## src/hdl/tms_pkg.sv

```systemverilog
// ----------------------------------------------------------------------------
// tms_pkg: shared types and constants for the tone melody sequencer
// Sizes, command and phase codes, controller states, control/status bundles.
// ----------------------------------------------------------------------------
`default_nettype none

package tms_pkg;

  localparam int TABLE_DEPTH    = 256;
  localparam int QUEUE_DEPTH    = 4;
  localparam int TIMER_CLOCK_HZ = 1000000;

  localparam int CMD_W      = 3;
  localparam int NOTE_IDX_W = 8;
  localparam int COUNT_W    = 9;
  localparam int FREQ_W     = 16;
  localparam int MS_W       = 16;
  localparam int RELOAD_W   = 20;
  localparam int COMPARE_W  = 19;
  localparam int CFG_IDX_W  = 2;
  localparam int CFG_DATA_W = 16;
  localparam int ENTRY_W    = FREQ_W + 2 * MS_W;
  localparam int TONE_W     = FREQ_W + MS_W;

  localparam int QPTR_W = (QUEUE_DEPTH > 1) ? $clog2(QUEUE_DEPTH) : 1;
  localparam int FILL_W = $clog2(QUEUE_DEPTH + 1);
  localparam int QSUM_W = FILL_W + 1;

  // divider: constant dividend, one quotient bit per cycle
  localparam int QUOT_W    = $clog2(TIMER_CLOCK_HZ + 1);
  localparam int DIV_CNT_W = $clog2(QUOT_W);

  localparam logic [COUNT_W-1:0] NOTE_COUNT_RST = COUNT_W'(1);
  localparam logic [MS_W-1:0]    LOOP_GAP_RST   = MS_W'(1000);
  localparam logic [MS_W-1:0]    TONE_GAP_RST   = MS_W'(20);

  typedef enum logic [CMD_W-1:0] {
    CMD_TICK  = 3'd0,
    CMD_WRITE = 3'd1,
    CMD_START = 3'd2,
    CMD_STOP  = 3'd3,
    CMD_QUEUE = 3'd4
  } cmd_e_t;

  typedef enum logic [CFG_IDX_W-1:0] {
    REG_NOTE_COUNT  = 2'd0,
    REG_LOOP_ENABLE = 2'd1,
    REG_LOOP_GAP    = 2'd2,
    REG_TONE_GAP    = 2'd3
  } cfg_reg_t;

  typedef enum logic [2:0] {
    PH_IDLE       = 3'd0,
    PH_TONE       = 3'd1,
    PH_TONE_GAP   = 3'd2,
    PH_NOTE       = 3'd3,
    PH_NOTE_PAUSE = 3'd4,
    PH_LOOP_GAP   = 3'd5
  } phase_t;

  typedef enum logic [2:0] {
    CT_IDLE,
    CT_DECODE,
    CT_WAIT,
    CT_SETTLE,
    CT_DIV,
    CT_RESULT
  } ctl_state_t;

  typedef struct packed {
    logic capture;
    logic tick;
    logic mem_wr;
    logic start;
    logic stop;
    logic enqueue;
    logic finish;
    logic dispatch;
    logic load_out;
  } dp_cmd_t;

  typedef struct packed {
    logic [CMD_W-1:0] cmd;
    logic phase_idle;
    logic rem_zero;
    logic can_dispatch;
    logic disp_sounds;
    logic div_done;
    logic out_busy;
  } dp_sts_t;

endpackage

`default_nettype wire

```

## src/hdl/tms_ctrl.sv

```systemverilog
// ----------------------------------------------------------------------------
// tms_ctrl: sequencer control state machine
// Takes an item, walks the datapath through its segment steps, posts result.
// ----------------------------------------------------------------------------
`default_nettype none

module tms_ctrl import tms_pkg::*; (
  input  wire logic    clk,
  input  wire logic    rst_n,
  input  wire logic    in_valid,
  output logic         in_ready,
  output dp_cmd_t      cmd,
  input  wire dp_sts_t sts
);

  ctl_state_t state_r, state_nxt;
  logic       dispatched_r, dispatched_nxt;

  always_ff @(posedge clk) begin
    if (!rst_n) begin
      state_r      <= CT_IDLE;
      dispatched_r <= 1'b0;
    end else begin
      state_r      <= state_nxt;
      dispatched_r <= dispatched_nxt;
    end
  end

  always_comb begin
    state_nxt      = state_r;
    dispatched_nxt = dispatched_r;
    cmd            = '0;
    in_ready       = 1'b0;
    case (state_r)
      CT_IDLE: begin
        in_ready    = 1'b1;
        cmd.capture = in_valid;
        if (in_valid) state_nxt = CT_DECODE;
      end
      CT_DECODE: begin
        dispatched_nxt = 1'b0;
        state_nxt      = CT_RESULT;
        case (sts.cmd)
          CMD_TICK: begin
            cmd.tick  = 1'b1;
            state_nxt = CT_WAIT;
          end
          CMD_WRITE: cmd.mem_wr  = 1'b1;
          CMD_START: cmd.start   = 1'b1;
          CMD_STOP:  cmd.stop    = 1'b1;
          CMD_QUEUE: cmd.enqueue = 1'b1;
          default: ;
        endcase
      end
      // wait state for the registered table read at the current note
      CT_WAIT: state_nxt = CT_SETTLE;
      CT_SETTLE: begin
        if (!sts.phase_idle && sts.rem_zero) begin
          cmd.finish = 1'b1;
          state_nxt  = CT_WAIT;
        end else if (sts.phase_idle && !dispatched_r && sts.can_dispatch) begin
          cmd.dispatch   = 1'b1;
          dispatched_nxt = 1'b1;
          state_nxt      = sts.disp_sounds ? CT_DIV : CT_WAIT;
        end else begin
          state_nxt = CT_RESULT;
        end
      end
      CT_DIV: if (sts.div_done) state_nxt = CT_WAIT;
      CT_RESULT: begin
        if (!sts.out_busy) begin
          cmd.load_out = 1'b1;
          state_nxt    = CT_IDLE;
        end
      end
      default: state_nxt = CT_IDLE;
    endcase
  end

endmodule

`default_nettype wire

```

## config.mk

```make
export PLATFORM = sky130hd
export DESIGN_NAME = tms_ctrl
export DESIGN_NICKNAME = d
export VERILOG_FILES = /design/src/hdl/tms_pkg.sv /design/src/hdl/tms_ctrl.sv
export SDC_FILE = /design/constraint.sdc
export NUM_CORES = 1
export LEC_CHECK = 0
export CORE_AREA = 2 2 39 41
export DETAILED_ROUTE_END_ITERATION = 8
export DIE_AREA = 0 0 41 43
export DONT_BUFFER_PORTS = 1
export HOLD_SLACK_MARGIN = 0.12
export SYNTH_ARGS = -nofsm -noshare
export SYNTH_HDL_FRONTEND = slang
export SYNTH_SLANG_ARGS = --single-unit
```

## constraint.sdc

```tcl
create_clock -name clk -period 1.4 [get_ports clk]
set_clock_uncertainty 0.05 [all_clocks]
set_input_delay 0.28 -clock clk [delete_from_list [all_inputs] [get_ports clk]]
set_output_delay 0.28 -clock clk [all_outputs]
set_load 0.005 [all_outputs]
```

Word level (Yosys, flattened, before mapping) --
Cells that the tools add are included.
Storage, ports and cells: register bits 4, bits of input ports 12, output and inout bits 10
Cells by class: eq/ne operators 14, mux-type cells 25, reduce and logical (&&, ||, !) cells 10
Operators by type and width (number):
- $mux W3 | 7
- $pmux W3 S6 | 1
- $mux W1 | 14
- $eq A3 B2 Y1 const B | 4
- $ne A2 B2 Y1 const B | 5
- $eq A3 B3 Y1 const B | 3
- $eq A3 B1 Y1 const B | 2
- $logic_not A3 Y1 | 2
- $reduce_and A3 Y1 | 2
- $mux W5 | 1
- $logic_and A1 B1 Y1 | 3
- $logic_not A1 Y1 | 2
- $mux W2 | 1
- $pmux W1 S2 | 1
- $reduce_bool A2 Y1 | 1

Depth between registers and ports, before layout --
depth after elaboration 6, gate-level depth with buffers 4, gate-level depth less buffers 3

Worst setup path before layout --
No wires, ideal clock.
kind register -> output, start register state_r[2], end output port cmd[3] (netlist name), data arrival time 1106 ps, data required time 1070 ps, slack -36 ps, cell stages (with the launch flop) 3, buffers on the path 0, cell sequence dfxtp_1 > or3b_2 > nor4b_1
RTL lines:
- start: declaration | line tms_ctrl.sv:16 | ctl_state_t state_r, state_nxt;
- start signal: assignment | line tms_ctrl.sv:24 | state_r <= state_nxt;
- end: declaration | line tms_ctrl.sv:12 | output dp_cmd_t cmd,

==> flow_summary.yaml <==
outcome:
  status: "finished with violations"
  failed_checks: "negative setup slack"
global_routing:
  grt_max_degree: 11
  grt_pass1_wl_um: 1656
  antenna_found_initial: 0
  vias_in_the_first_global_route: 377
  globalRoute.totalOverflow: 0
  grt.total_usage_pct: 13.94
routing:
  dr.first_iter.drc_count: 22
  drc: 0
  drt-wirelength-per-cell_um: 15.01
  dr.pass1.iters: 4
  overall_via_count_from_detail_route: 470
  wl_um: 1186
  vias_per_cell: 5.949
  ant_nets: 0
setup_path:
  worst_r2r_setup_slack_ns: -0.01
  worst_path_dominant_cell_family: "simple AND/OR/NAND/NOR gates"
  crit_required_ns: 1.07
  worstSetupPathDepth: 3
  timing.critical_path.buf_inv: 1
  arrival_ns: 1.24
  timing.critical_path.slowest_stage_cell: "or3b_4"
  worst_setup_path_end_kind: "output pin"
  worstSetupStartpointType: "flip-flop"
  timing.critical_path.cells: "or3b_4, buf_6, nor2b_4"
  worst-r2r-cell-count: 5
  ws_path_type: "reg2out"
  path_max_fanout: 3
  maximum_single_stage_delay_on_the_critical_path_ns: 0.40
run:
  drv_cap: 0
hold_path:
  hold_path_depth: 1
  min-delay-path-class: "in2reg"
die:
  core.rowCount: 14
  placeableCoreArea_um2: 1384
  die_h_um: 43
  fp.dieW_um: 41
  floorplan.initialDensity_pct: 28.57
  boundaryPins: 22
  dieArea_um2: 1763
cells_and_area:
  final_net_count: 77
  final_cells: 79
  syn_to_final_growth_pct: 62.97
  mostFrequentLayoutCells: "buf_6 (7), nor2_1 (5), nand2_1 (4)"
  share_of_the_core_filled_with_cells_pct: 46.56
  mostFrequentLayoutCell: "buf_6"
  layout-drive-gt1-share_pct: 50.79
  num_antenna_cells: 0
power_and_ir_drop:
  leakage_nw: 0.2564
  power_density_nw_per_um2: 953.0
  irDropWorstVdd_v: 0.0003915
  switching_share_pct: 32.99
  design_power_mw: 0.6141
  power_frac_clock_pct: 23.9
  share_of_power_burned_in_registers_pct: 24.6
  share_of_total_power_in_combinational_logic_pct: 51.5
  cell_internal_pwr_mw: 0.4115
  switching_power_mw: 0.2026
placed_design:
  placedCellCount: 70
  post-dp-hpwl_um: 774.4
  port_buffers: 0
  gpl.final_weighted_congestion: 0.7319
logic_synthesis:
  ys_seq_area_share_pct: 20.25
  synth_warnings: 0
  ys_ff_latch: 4
  mean_cell_area_of_the_mapped_netlist_um2: 7.753
  yosysUniqueCellTypes: 27
  synthCells: 51
  syn_area_um2: 395.4
  mappedNetlistNets: 63
timing:
  rsz0062_at_grt: "true"
  fmax_ghz: 0.6373
  fin_ws_ns: -0.1692
  report.final.hold_viol_count: 0
  totalNegativeSetupSlack_ns: -0.6660
  worst-slew-pin-transition_ns: 0.4539
  setup_viol: 9
  slew_violations: 0
  timing.max_slew.rel_slack_pct: 69.51
  final_min_period_over_clock_period_pct: 112.1
  final.min_clock_period_ns: 1.569
cts:
  clock_tree.root_cell: "clkbuf_4"
  ctsHtreeMaxLevel: 1
  worstSkewPairLatency_ns: 0.24
  cts_num_sinks: 4
  path_clk_slew_ns: 0.04
  tritoncts: "built"
  numCtsBuffers: 3
  clock_path_buffers: 2
-- state kept, by name, indices dropped and copies added, names as in the netlist --
signal and count:
dispatched_r 1, state_r 3
-- worst reg2reg max path: cells and delay by family (launching register included) --
family | cells | cell delay, ns
AND/OR/NAND/NOR | 1 | 0.46
flip-flops | 1 | 0.33
AO/OA/AOI/OAI | 2 | 0.31
buffers and inverters | 2 | 0.19
-- per-stage QoR --
stage / setup WS, ns / hold slack, ns / cell area, µm²
after detailed placement: -0.02880 / 0.3638 / 439.2
after CTS: -0.1954 / 0.1258 / 561.8
after global placement: -0.01050 / 0.3670 / 439.2
after global routing: -0.1951 / 0.1270 / 644.4
final: -0.1692 / 0.1310 / 644.4
after floorplan: 0.01347 / 0.3579 / 401.6
-- repair_timing --
item,CTS,global route
hold buffers,1,0
hold endpoints to repair,1,0
pin swaps,7,8
resized for setup,16,14
setup endpoints to repair,10,12
buffers inserted,3,3
-- cell families after synthesis --
| logic type | count (synthesis) | share of synthesized area, % |
|---|---|---|
| compound gates | 11 | 23.10 |
| simple gates | 31 | 47.79 |
| buf+inv | 5 | 8.860 |
| flops | 4 | 20.25 |
-- routing by layer --
metal,up-vias,share of wire (%),global-route usage (%)
met5,-,0,0
met4,0,1.2,6.000
met3,2,13,5.759
met2,40,47,19.06
met1,213,39,18.59
li1,215,-,-
-- synth_stat cells --
master / number / area [µm²]
or4b_1: 1 / 10.01
nor3b_1: 3 / 22.52
or2b_1: 1 / 7.510
o31ai_1: 2 / 15.01
nand2_1: 4 / 15.01
o2111a_1: 1 / 11.26
a31oi_1: 2 / 12.51
buf_2: 1 / 5.000
a21oi_1: 1 / 5.000
o211a_1: 2 / 20.02
inv_1: 2 / 7.510
buf_6: 2 / 22.52
nor2b_1: 2 / 12.51
o31a_1: 1 / 8.760
nor3_1: 3 / 15.01
and2_1: 1 / 6.260
nor2_1: 7 / 26.28
o221a_2: 1 / 11.26
dfxtp_1: 4 / 80.08
nand3b_1: 1 / 7.510
or3b_2: 1 / 8.760
nand4bb_1: 1 / 11.26
a21boi_0: 1 / 7.510
and3_2: 1 / 7.510
nor4b_1: 2 / 17.52
nand2b_1: 2 / 12.51
and3b_1: 1 / 8.760
-- worst paths after layout --
path / to / start
hold / removal: state_r[0]$_SDFFE_PN0P_ / rst_n
setup reg to reg: state_r[1]$_SDFFE_PN0P_ / state_r[0]$_SDFFE_PN0P_
hold reg to reg: dispatched_r$_SDFFE_PN0P_ / dispatched_r$_SDFFE_PN0P_
setup / recovery: cmd[7] / state_r[2]$_SDFFE_PN0P_
-- final cells by class --
class | count | area [µm²]
Timing Repair Buffer | 12 | 126.4
Fill cell | 140 | 739.5
Tap cell | 16 | 20.02
Clock buffer | 3 | 22.52
Inverter | 2 | 7.507
Multi-Input combinational cell | 42 | 381.6
Sequential cell | 4 | 86.33
-- power groups by stage --
stage / combinational [mW] / sequential (mW) / clock [mW]
4_1_cts: 0.258 / 0.146 / 0.152
5_1_grt: 0.337 / 0.153 / 0.160
3_5_place_dp: 0.187 / 0.142 / 0
6_report: 0.316 / 0.151 / 0.146
3_3_place_gp: 0.186 / 0.141 / 0
2_1_floorplan: 0.140 / 0.139 / 0
No activity file was read; power rests on OpenSTA's default activity.
